[src/hdl/c2d_pkg.sv]
`default_nettype none

package c2d_pkg;

	// geometry
	localparam int MAX_SIZE_DEF = 1024;
	localparam int KERNEL_SIZE  = 3;
	localparam int KTAPS        = KERNEL_SIZE * KERNEL_SIZE;
	localparam int TAP_W        = $clog2(KTAPS);
	localparam int COEFF_BITS   = 7;
	localparam int PIX_W        = 8;
	localparam int PIXEL_MAX    = 255;

	// arithmetic widths: 9 products of an 8-bit pixel and a signed coefficient
	localparam int PROD_W = PIX_W + COEFF_BITS;
	localparam int SUM_W  = PROD_W + 4;
	localparam int MAG_W  = SUM_W - 1;

	// configuration registers
	localparam int CFG_ADDR_W = 3;
	localparam int CFG_SIZE_W = 11;
	localparam int CFG_ROW_W  = KERNEL_SIZE * COEFF_BITS;
	localparam int NORM_W     = 8;
	localparam int CFG_DATA_W = (CFG_ROW_W > CFG_SIZE_W) ? CFG_ROW_W : CFG_SIZE_W;

	localparam logic [CFG_ADDR_W-1:0] REG_IMAGE_SIZE    = 3'd0;
	localparam logic [CFG_ADDR_W-1:0] REG_KERNEL_TOP    = 3'd1;
	localparam logic [CFG_ADDR_W-1:0] REG_KERNEL_MIDDLE = 3'd2;
	localparam logic [CFG_ADDR_W-1:0] REG_KERNEL_BOTTOM = 3'd3;
	localparam logic [CFG_ADDR_W-1:0] REG_NORM_DIVISOR  = 3'd4;

	localparam logic [CFG_SIZE_W-1:0] SIZE_RESET = 11'd800;
	localparam logic [NORM_W-1:0]     NORM_RESET = 8'd1;

	// input item op codes
	localparam logic OP_PIXEL = 1'b0;
	localparam logic OP_DRAIN = 1'b1;

	typedef struct packed {
		logic             op;
		logic [PIX_W-1:0] pixel_value;
	} in_item_t;

	typedef struct packed {
		logic [PIX_W-1:0] result_value;
		logic             last_of_image;
	} out_item_t;

	// controller -> datapath
	typedef struct packed {
		logic             load;
		logic             step;
		logic [TAP_W-1:0] tap;
		logic             prod_en;
		logic             acc_clr;
		logic             acc_add;
		logic             div_start;
		logic             out_load;
	} c2d_cmd_t;

	// datapath -> controller
	typedef struct packed {
		logic skip;
		logic emit;
		logic div_done;
		logic out_free;
	} c2d_stat_t;

endpackage

`default_nettype wire

[src/hdl/c2d_ctrl.sv]
`default_nettype none

module c2d_ctrl import c2d_pkg::*; (
	input  wire logic      clk,
	input  wire logic      arst_n,
	input  wire logic      in_valid,
	output logic           in_stall,
	input  wire c2d_stat_t stat,
	output c2d_cmd_t       cmd
);

	localparam logic [2:0] ST_IDLE   = 3'd0;
	localparam logic [2:0] ST_READ   = 3'd1;
	localparam logic [2:0] ST_MUL    = 3'd2;
	localparam logic [2:0] ST_SUM    = 3'd3;
	localparam logic [2:0] ST_DSTART = 3'd4;
	localparam logic [2:0] ST_DWAIT  = 3'd5;
	localparam logic [2:0] ST_OUT    = 3'd6;

	localparam logic [TAP_W-1:0] LAST_TAP = TAP_W'(KTAPS - 1);

	logic [2:0]       state_q;
	logic [2:0]       state_d;
	logic [TAP_W-1:0] tap_q;
	logic [TAP_W-1:0] tap_d;

	assign in_stall = (state_q != ST_IDLE);

	// next state and commands
	always_comb begin
		state_d       = state_q;
		tap_d         = '0;
		cmd           = '0;
		cmd.tap       = tap_q;
		unique case (state_q)
			ST_IDLE: begin
				cmd.load = in_valid;
				if (in_valid) begin
					state_d = ST_READ;
				end
			end
			ST_READ: begin
				cmd.step = !stat.skip;
				if (stat.skip || !stat.emit) begin
					state_d = ST_IDLE;
				end else begin
					state_d = ST_MUL;
				end
			end
			ST_MUL: begin
				cmd.prod_en = 1'b1;
				cmd.acc_clr = (tap_q == '0);
				cmd.acc_add = (tap_q != '0);
				if (tap_q == LAST_TAP) begin
					state_d = ST_SUM;
				end else begin
					tap_d = tap_q + TAP_W'(1);
				end
			end
			ST_SUM: begin
				cmd.acc_add = 1'b1;
				state_d     = ST_DSTART;
			end
			ST_DSTART: begin
				cmd.div_start = 1'b1;
				state_d       = ST_DWAIT;
			end
			ST_DWAIT: begin
				if (stat.div_done) begin
					state_d = ST_OUT;
				end
			end
			ST_OUT: begin
				cmd.out_load = stat.out_free;
				if (stat.out_free) begin
					state_d = ST_IDLE;
				end
			end
			default: begin
				state_d = ST_IDLE;
			end
		endcase
	end

	always_ff @(posedge clk or negedge arst_n) begin
		if (!arst_n) begin
			state_q <= ST_IDLE;
			tap_q   <= '0;
		end else begin
			state_q <= state_d;
			tap_q   <= tap_d;
		end
	end

endmodule

`default_nettype wire

[config.mk]
export PLATFORM = sky130hd
export DESIGN_NAME = c2d_ctrl
export DESIGN_NICKNAME = d
export VERILOG_FILES = /design/src/hdl/c2d_pkg.sv /design/src/hdl/c2d_ctrl.sv
export SDC_FILE = /design/constraint.sdc
export NUM_CORES = 1
export LEC_CHECK = 0
export BUFFER_PORTS_ARGS = -buffer_cell sky130_fd_sc_hd__buf_2
export CAP_MARGIN = 10
export CORE_AREA = 2 2 39 41
export DETAILED_ROUTE_END_ITERATION = 6
export DIE_AREA = 0 0 41 43
export PLACE_DENSITY = 0.55
export SYNTH_ARGS = -nofsm -noshare
export SYNTH_HDL_FRONTEND = slang
export SYNTH_SLANG_ARGS = --single-unit
[constraint.sdc]
create_clock -name clk -period 1.35 [get_ports clk]
set_input_delay 0.0675 -clock clk [delete_from_list [all_inputs] [get_ports clk]]
set_output_delay 0.0675 -clock clk [all_outputs]
set_load 0.05 [all_outputs]
==> results.txt, run 1 <==
Outcome: finished, violations left
Failing checks: setup timing
H-Tree Depth: 1
Final-report hold violation count: 0
P_int: 0.000843 W
Hold_sp: stat[2]
CP max FO: 3
Combinational Power Share: 0.692
Min Tclk post-route: 1.38 ns
RePlAce Congestion: 0.679
CTS tree: built
Initial antenna violation count: 0
RSZ-0062 raised after global routing: true
Crit. End Element: primary output
Cells on worst reg2reg path: 5
Seq/Total Area, Yosys: 0.406
Tcrit/Tclk final: 1.02
Slew @ Worst Pin: 0.295 ns
Antenna cells: 0
Reg-to-Reg End: state_q[0]$_DFFE_PN0P_
PwrDens: 2080 nW/um2
Lkg Pwr: 0.342 nW
Psw: 0.000779 W
I/O pin total: 19
Die span in x: 41 um
Crit start category: flip-flop
Synth Flop Type: dfrtp_1
Final cell count without fillers: 96
Max VDD drop: 0.882 mV
Vias in the first global route: 410
Met1 usage: 0.216
CP endpoint: cmd[10]
Via density: 4.66
Core Area: 1380 um2
DR pass1 iterations: 2
Number of clock sinks: 7
Initial core utilization: 0.312
Maxcap violations: 0
Fin nets: 90
Final Setup Violations: 4
Post-synth EDFFs: 0
Post-synth top area share: 0.406
Total number of placement rows: 14
WL final: 1090 um
Worst Path Arrival: 1.31 ns
Global-route wire length before repair: 1780 um
Async SR Flop Fraction: 1.00
Top cells by area, synth: dfrtp_1, inv_1, ha_1, nand2_1, or3_1
Tot Pwr: 0.00162 W
GRT Total Usage: 0.151
I/O Buffers: 18
DRC: 0
Setup TNS: -0.0730 ns
Worst min path class: in -> reg
Commonest cells post-synth: dfrtp_1, inv_1, nand2_1
Part of the power in registers: 0.191
Height of the die: 43 um
Num CTS Buffers: 3
Root Driver: clkbuf_4
R2R setup slack: 0.11 ns
Pin count of the biggest net entering global routing: 9
Synth-to-layout area growth: 80.9%
Cell count after synthesis: 50
Met3 GRT Util: 0.0628
CP Class: reg -> out
Final WS setup: -0.0320 ns
Fmax: 724 MHz
DRT iter0 DRCs: 7
Worst-skew pair later-pin latency: 0.25 ns
CP required: 1.28 ns
Post-route ant nets: 0
Gr ovfl total: 0
Netlist cell types: 24
DIE AREA: 1760 um2
Syn Area/Cell: 8.63 um2
Clock slew at reported path FFs: 0.05 ns
Final Max Tran Viols: 0
Critical path origin: state_q[0]$_DFFE_PN0P_
Warnings from Yosys: 0
Reg2reg start: state_q[0]$_DFFE_PN0P_
Seq cells post-synth: 7
Synthesized area: 432 um2
Clock power frac: 0.116
Cell taking the most area after synthesis: dfrtp_1
Via count: 447
CTS Buffer Depth: 2
WL/cell: 11.4 um
Grt peak-use layer: met1
Synthesized Nets: 59
Rel. slew slack: 0.801
Layout Utilization: 0.564
Dpl hpwl: 777 um
Switching Fraction: 0.480
Share of layout cells above drive strength 1: 0.650
DP Cell Count: 88
Worst clock skew: 0.00320 ns
Met2 Use GR: 0.197
area by class of cell:
cell class / count / area, um2
multi-input cells: 33 / 302
fillers: 135 / 603
clock buffers: 4 / 26.3
inverters: 8 / 30.0
flip-flops and latches: 7 / 181
repair buffers: 28 / 221
well taps: 16 / 20.0
per-stage QoR:
step	hold WS (ns)	setup WS [ns]	area, um2
2_1_floorplan	-0.228	-0.141	515
3_3_place_gp	-0.0891	0.107	652
3_5_place_dp	-0.0890	0.0952	652
4_1_cts	0.0479	-0.0883	764
5_1_grt	0.0796	-0.0875	781
6_report	0.0614	-0.0320	781
cell usage in the layout, fill, tap and decap left out, drive strengths merged, types with 2 or more instances in the layout:
cell,netlist,layout
ha,2,2
nand3,3,3
nor2,3,3
clkbuf,0,5
or3,3,3
nand2b,2,2
nand2,5,5
o21ai,2,2
inv,8,8
buf,2,26
nor3,2,2
dfrtp,7,7
cell families after synthesis:
| family | share of synthesized area |
|---|---|
| adders and majority gates | 0.0580 |
| buffers and inverters | 0.0928 |
| AOI/OAI and AO/OA | 0.128 |
| muxes | 0.0232 |
| DFF | 0.406 |
| and+or+nand+nor | 0.293 |
registers in the layout, indices dropped and copies added, names as in the netlist:
| register | flops |
|---|---|
| tap_q | 4 |
| state_q | 3 |
metal layers:
| layer | share of wire | up-vias |
|---|---|---|
| li1 | - | 234 |
| met1 | 0.46 | 201 |
| met2 | 0.48 | 10 |
| met3 | 0.039 | 2 |
| met4 | 0.017 | 0 |
| met5 | 0 | - |
power groups by stage:
| stage | clock, W | combinational (W) | sequential, W |
|---|---|---|---|
| 2_1_floorplan | 0 | 0.000691 | 0.000348 |
| 3_3_place_gp | 0 | 0.000938 | 0.000310 |
| 3_5_place_dp | 0 | 0.000936 | 0.000309 |
| 4_1_cts | 0.000201 | 0.00109 | 0.000311 |
| 5_1_grt | 0.000209 | 0.00120 | 0.000319 |
| 6_report | 0.000189 | 0.00112 | 0.000310 |
worst max-delay path, stage by stage, from the launching register on:
cell	delay [ns]
dfrtp_1	0.40
or3_4	0.42
nor2_4	0.09
buf_6	0.16
how the worst min path moves through the flow:
stage	to	slack (ns)	cells past startpoint
3_5_place_dp	state_q[0]$_DFFE_PN0P_	-0.09	1
6_report	state_q[1]$_DFFE_PN0P_	0.06	3
5_1_grt	state_q[1]$_DFFE_PN0P_	0.08	3
3_3_place_gp	state_q[0]$_DFFE_PN0P_	-0.09	1
4_1_cts	state_q[1]$_DFFE_PN0P_	0.05	3
2_1_floorplan	state_q[0]$_DFFE_PN0P_	-0.23	0
repair_timing:
action,CTS,global route
endpoints found under the setup margin,7,7
pin swaps,7,3
hold endpoints to repair,7,0
hold buffers,1,0
resized for setup,19,6
setup buffers,2,1
Power figures use the tool's default switching activity.
==> inputs of run 2 (changes only) <==
--- a/config.mk
+++ b/config.mk
@@ -10,7 +10,7 @@
 export CORE_AREA = 2 2 39 41
 export DETAILED_ROUTE_END_ITERATION = 6
 export DIE_AREA = 0 0 41 43
-export PLACE_DENSITY = 0.55
+export PLACE_DENSITY = 0.58
 export SYNTH_ARGS = -nofsm -noshare
 export SYNTH_HDL_FRONTEND = slang
 export SYNTH_SLANG_ARGS = --single-unit
==> results.txt, run 2 (synthesis gave the netlist of run 1 again) <==
Root Driver: clkbuf_4 (unchanged)
Critical path's slowest cell: dfrtp_2 (was or3_4)
Rel. slew slack: 0.803 (was 0.801)
Final WS setup: -0.0700 ns (was -0.0320 ns)
RePlAce Congestion: 0.774 (was 0.679)
CP required: 1.28 ns (about the same)
Crit path buf inv count: 1 (unchanged)
CP cell instances: or3_4 > nor2_4 > buf_6 (unchanged)
CTS Buffer Depth: 2 (unchanged)
Dpl hpwl: 819 um (was 777 um)
Total number of placement rows: 14 (unchanged)
Max reg flops: 4 (unchanged)
Height of the die: 43 um (unchanged)
Worst clock skew: 0.00430 ns (was 0.00320 ns)
DRT iter0 DRCs: 9 (was 7)
Area after DPL: 637 um2 (was 652 um2)
Crit. End Element: primary output (unchanged)
H-Tree Depth: 1 (unchanged)
PwrDens: 2130 nW/um2 (was 2080 nW/um2)
Delay-heaviest family, CP: simple AND/OR/NAND/NOR gates (unchanged)
WL final: 1250 um (was 1090 um)
RSZ-0062 raised after global routing: true (unchanged)
Clock slew at reported path FFs: 0.05 ns (about the same)
Most frequent cells in the layout: buf_2, buf_4, buf_6, dfrtp_2, nand2_1 (was buf_2, buf_6, buf_4)
Most common cell after layout, fill and taps aside: buf_2 (unchanged)
Cell area after layout: 802 um2 (was 781 um2)
Slew @ Worst Pin: 0.292 ns (was 0.295 ns)
Final Max Tran Viols: 0 (unchanged)
GRT Total Usage: 0.165 (was 0.151)
Max VDD drop: 0.931 mV (was 0.882 mV)
Fmax: 704 MHz (was 724 MHz)
DR pass1 iterations: 4 (was 2)
WL/cell: 13.2 um (was 11.4 um)
Vias in the first global route: 410 (unchanged)
Core Area: 1380 um2 (unchanged)
Worst-skew pair later-pin latency: 0.26 ns (was 0.25 ns)
Final-report hold violation count: 0 (unchanged)
Maximum single-stage delay on the critical path: 0.45 ns (was 0.42 ns)
I/O Buffers: 18 (unchanged)
Register with the most flip-flops: tap_q (unchanged)
Failing checks: setup timing (unchanged)
Num CTS Buffers: 3 (unchanged)
Fin nets: 89 (was 90)
Gr ovfl total: 0 (unchanged)
Final Setup Violations: 4 (unchanged)
Synth-to-layout area growth: 85.8% (was 80.9%)
Worst slack, placed: 0.0655 ns (was 0.0952 ns)
Antenna cells: 0 (unchanged)
Die span in x: 41 um (unchanged)
Maxcap violations: 0 (unchanged)
Share of layout cells above drive strength 1: 0.658 (was 0.650)
Min Tclk post-route: 1.42 ns (was 1.38 ns)
Outcome: finished, violations left (unchanged)
DRC: 0 (unchanged)
DIE AREA: 1760 um2 (unchanged)
CP max FO: 6 (was 3)
Lkg Pwr: 0.342 nW (about the same)
Crit start category: flip-flop (unchanged)
Global-route wire length before repair: 1880 um (was 1780 um)
I/O pin total: 19 (unchanged)
Worst Path Arrival: 1.35 ns (was 1.31 ns)
Via count: 485 (was 447)
Worst min path class: in -> reg (unchanged)
CP Class: reg -> out (unchanged)
CTS tree: built (unchanged)
Initial antenna violation count: 0 (unchanged)
Initial core utilization: 0.312 (unchanged)
Number of clock sinks: 7 (unchanged)
Via density: 5.11 (was 4.66)
Tcrit/Tclk final: 1.05 (was 1.02)
Pin count of the biggest net entering global routing: 9 (unchanged)
Largest regs: tap_q (4), state_q (3) (unchanged)
Post-route ant nets: 0 (unchanged)
Layout Utilization: 0.580 (was 0.564)
Setup TNS: -0.149 ns (was -0.0730 ns)
run 2: repair_timing:
| item | CTS | global route |
|---|---|---|
| pin swaps | 5 | 1 |
| hold endpoints to repair | 7 | 0 |
| setup endpoints to repair | 8 | 8 |
| hold buffers | 1 | 0 |
| setup buffers | 4 | 0 |
| gates resized for setup | 18 | 7 |
run 2: per-stage QoR:
step           cells  hold WS (ns)  total power, W
2_1_floorplan     50        -0.228         0.00104
3_3_place_gp      86       -0.0899         0.00120
3_5_place_dp      86       -0.0904         0.00121
4_1_cts           95        0.0432         0.00164
5_1_grt           95        0.0432         0.00180
6_report          95        0.0459         0.00171
run 2: where the power goes:
part | switching (W) | internal (W)
clock | 0.0000837 | 0.000113
sequential | 0.0000866 | 0.000269
combinational | 0.000664 | 0.000491
run 2: worst paths after layout:
check,end,startpoint,slack (ns),cells past startpoint
worst min register to register,tap_q[0]$_DFF_PN0_,tap_q[0]$_DFF_PN0_,0.56,2
max in group asynchronous,state_q[0]$_DFFE_PN0P_,arst_n,0.97,2
min in group asynchronous,tap_q[1]$_DFF_PN0_,arst_n,0.20,2
worst max-delay path,cmd[10],state_q[2]$_DFFE_PN0P_,-0.07,3
worst min-delay path,state_q[1]$_DFFE_PN0P_,stat[2],0.05,3
worst max register to register,tap_q[3]$_DFF_PN0_,tap_q[1]$_DFF_PN0_,0.10,5
run 2: per-layer routing:
| metal | GRT usage | vias to the layer above | routed length [um] |
|---|---|---|---|
| li1 | - | 235 | - |
| met1 | 0.199 | 232 | 544 |
| met2 | 0.219 | 12 | 624 |
| met3 | 0.0681 | 6 | 42 |
| met4 | 0.133 | 0 | 39 |
| met5 | 0 | - | 0 |
run 2: layout make-up:
cell class / instances / area [um2]
clock buffer: 4 / 26.3
fill: 124 / 582
inverter: 8 / 30.0
multi-input combinational: 33 / 323
sequential: 7 / 184
tap: 16 / 20.0
timing repair buffer: 27 / 219
run 2: tightest hold or removal path, cell delays in order:
cell	delay [ns]
buf_2	0.07
nand2_1	0.04
o311ai_0	0.07
==> inputs of run 3 (changes only) <==
--- a/config.mk
+++ b/config.mk
@@ -11,6 +11,7 @@
 export DETAILED_ROUTE_END_ITERATION = 6
 export DIE_AREA = 0 0 41 43
 export PLACE_DENSITY = 0.58
+export SKIP_CTS_REPAIR_TIMING = 1
 export SYNTH_ARGS = -nofsm -noshare
 export SYNTH_HDL_FRONTEND = slang
 export SYNTH_SLANG_ARGS = --single-unit
==> results.txt, run 3 (synthesis gave the netlist of run 1 again) <==
Tot Pwr: 0.00169 W (was 0.00171 W)
Critical path origin: tap_q[1]$_DFF_PN0_ (was state_q[2]$_DFFE_PN0P_)
Die span in x: 41 um (unchanged)
Delay-heaviest family, CP: flip-flops (was simple AND/OR/NAND/NOR gates)
CTS Buffer Depth: 2 (unchanged)
Tcrit/Tclk final: 1.10 (was 1.05)
Min Tclk post-route: 1.48 ns (was 1.42 ns)
Post-route ant nets: 0 (unchanged)
DRT iter0 DRCs: 10 (was 9)
WL/cell: 12.6 um (was 13.2 um)
I/O pin total: 19 (unchanged)
Register with the most flip-flops: tap_q (unchanged)
I/O Buffers: 18 (unchanged)
Core Area: 1380 um2 (unchanged)
Worst Path Arrival: 1.41 ns (was 1.35 ns)
Lkg Pwr: 0.334 nW (was 0.342 nW)
Crit. End Element: primary output (unchanged)
RePlAce Congestion: 0.774 (unchanged)
H-Tree Depth: 1 (unchanged)
Final WS setup: -0.130 ns (was -0.0700 ns)
Dpl hpwl: 819 um (unchanged)
Setup TNS: -0.352 ns (was -0.149 ns)
CP Class: reg -> out (unchanged)
Clock slew at reported path FFs: 0.06 ns (was 0.05 ns)
Gr ovfl total: 0 (unchanged)
Fin nets: 87 (was 89)
Crit path depth: 6 (was 3)
Pin count of the biggest net entering global routing: 9 (unchanged)
Outcome: finished, violations left (unchanged)
Synth-to-layout area growth: 85.2% (was 85.8%)
Root Driver: clkbuf_4 (unchanged)
Final Setup Violations: 5 (was 4)
Layout fillers: 127 (was 124)
Number of clock sinks: 7 (unchanged)
Vias in the first global route: 353 (was 410)
Height of the die: 43 um (unchanged)
Final Max Tran Viols: 0 (unchanged)
CP cell instances: inv_2 > ha_4 > nand2b_4 > nor3_4 > nor2_4 > buf_8 (was or3_4 > nor2_4 > buf_6)
Worst slack, placed: 0.0655 ns (unchanged)
Most frequent cells in the layout: buf_2, buf_6, dfrtp_2 (was buf_2, buf_4, buf_6, dfrtp_2, nand2_1)
Reg-to-Reg End: tap_q[3]$_DFF_PN0_ (unchanged)
Fmax: 676 MHz (was 704 MHz)
CP max FO: 4 (was 6)
Maxcap violations: 0 (unchanged)
Largest regs: tap_q (4), state_q (3) (unchanged)
CP endpoint: cmd[2] (was cmd[10])
Cells on worst reg2reg path: 4 (was 5)
Slew @ Worst Pin: 0.288 ns (was 0.292 ns)
DIE AREA: 1760 um2 (unchanged)
Area after DPL: 637 um2 (unchanged)
Hold_sp: stat[2] (unchanged)
Share of layout cells above drive strength 1: 0.662 (was 0.658)
Worst-skew pair later-pin latency: 0.26 ns (about the same)
Most common cell after layout, fill and taps aside: buf_2 (unchanged)
Global-route wire length before repair: 1640 um (was 1880 um)
Worst clock skew: 0.00616 ns (was 0.00430 ns)
DR pass1 iterations: 6 (was 4)
Failing checks: setup timing (unchanged)
Num CTS Buffers: 3 (unchanged)
RSZ-0062 raised after global routing: true (unchanged)
R2R setup slack: 0.20 ns (was 0.10 ns)
Via density: 5.04 (was 5.11)
Final-report hold violation count: 0 (unchanged)
Max VDD drop: 0.847 mV (was 0.931 mV)
CTS tree: built (unchanged)
Initial antenna violation count: 0 (unchanged)
Reg2reg start: tap_q[1]$_DFF_PN0_ (unchanged)
DRC: 0 (unchanged)
Maximum single-stage delay on the critical path: 0.43 ns (was 0.45 ns)
WL final: 1170 um (was 1250 um)
Via count: 469 (was 485)
Rel. slew slack: 0.806 (was 0.803)
Initial core utilization: 0.312 (unchanged)
GRT Total Usage: 0.147 (was 0.165)
Critical path's slowest cell: dfrtp_2 (unchanged)
Crit path buf inv count: 2 (was 1)
Total number of placement rows: 14 (unchanged)
Cell area after layout: 800 um2 (was 802 um2)
Worst min path class: in -> reg (unchanged)
PwrDens: 2120 nW/um2 (was 2130 nW/um2)
Max reg flops: 4 (unchanged)
CP required: 1.28 ns (about the same)
Crit start category: flip-flop (unchanged)
Antenna cells: 0 (unchanged)
run 3: changes by cell type in the layout (fill, tap and decap cells not counted):
cell,before,now
buf_8,0,3
inv_1,4,3
buf_4,8,4
buf_12,1,0
inv_4,0,1
run 3: final cells by class:
cell class	instances	area, um2	area share
Multi-Input combinational cell	33	323	0.404
Clock buffer	4	26.3	0.0329
Tap cell	16	20.0	0.0250
Inverter	8	32.5	0.0407
Timing Repair Buffer	25	214	0.268
Sequential cell	7	184	0.230
run 3: metrics by stage:
stage | util | cells | hold WS (ns)
2_1_floorplan | - | 50 | -0.228
3_3_place_gp | 0.460 | 86 | -0.0899
3_5_place_dp | 0.460 | 86 | -0.0904
4_1_cts | 0.479 | 90 | -0.367
5_1_grt | 0.578 | 93 | 0.0432
6_report | 0.578 | 93 | 0.0457
run 3: worst min path at each step:
stage	endpoint	depth (start not counted)
after CTS	tap_q[1]$_DFF_PN0_	1
after floorplan	state_q[0]$_DFFE_PN0P_	0
after detailed placement	state_q[1]$_DFFE_PN0P_	1
after global placement	state_q[1]$_DFFE_PN0P_	1
final	state_q[1]$_DFFE_PN0P_	3
after global routing	state_q[1]$_DFFE_PN0P_	3
run 3: where the power goes:
group	total [W]	switching [W]	internal, W
clock network	0.000196	0.0000827	0.000113
registers	0.000371	0.000102	0.000269
logic	0.00113	0.000646	0.000479
run 3: worst min-delay path, cell delays in order:
cell	delay, ns
buf_2	0.07
nand2_1	0.04
o311ai_0	0.07
run 3: routing by layer:
metal  GRT usage  wire [um]  vias to the layer above
met1       0.184        511                      229
met5           0          0                        -
met2       0.194        620                       10
met3      0.0628         40                        0
met4       0.100          0                        0
li1            -          -                      230
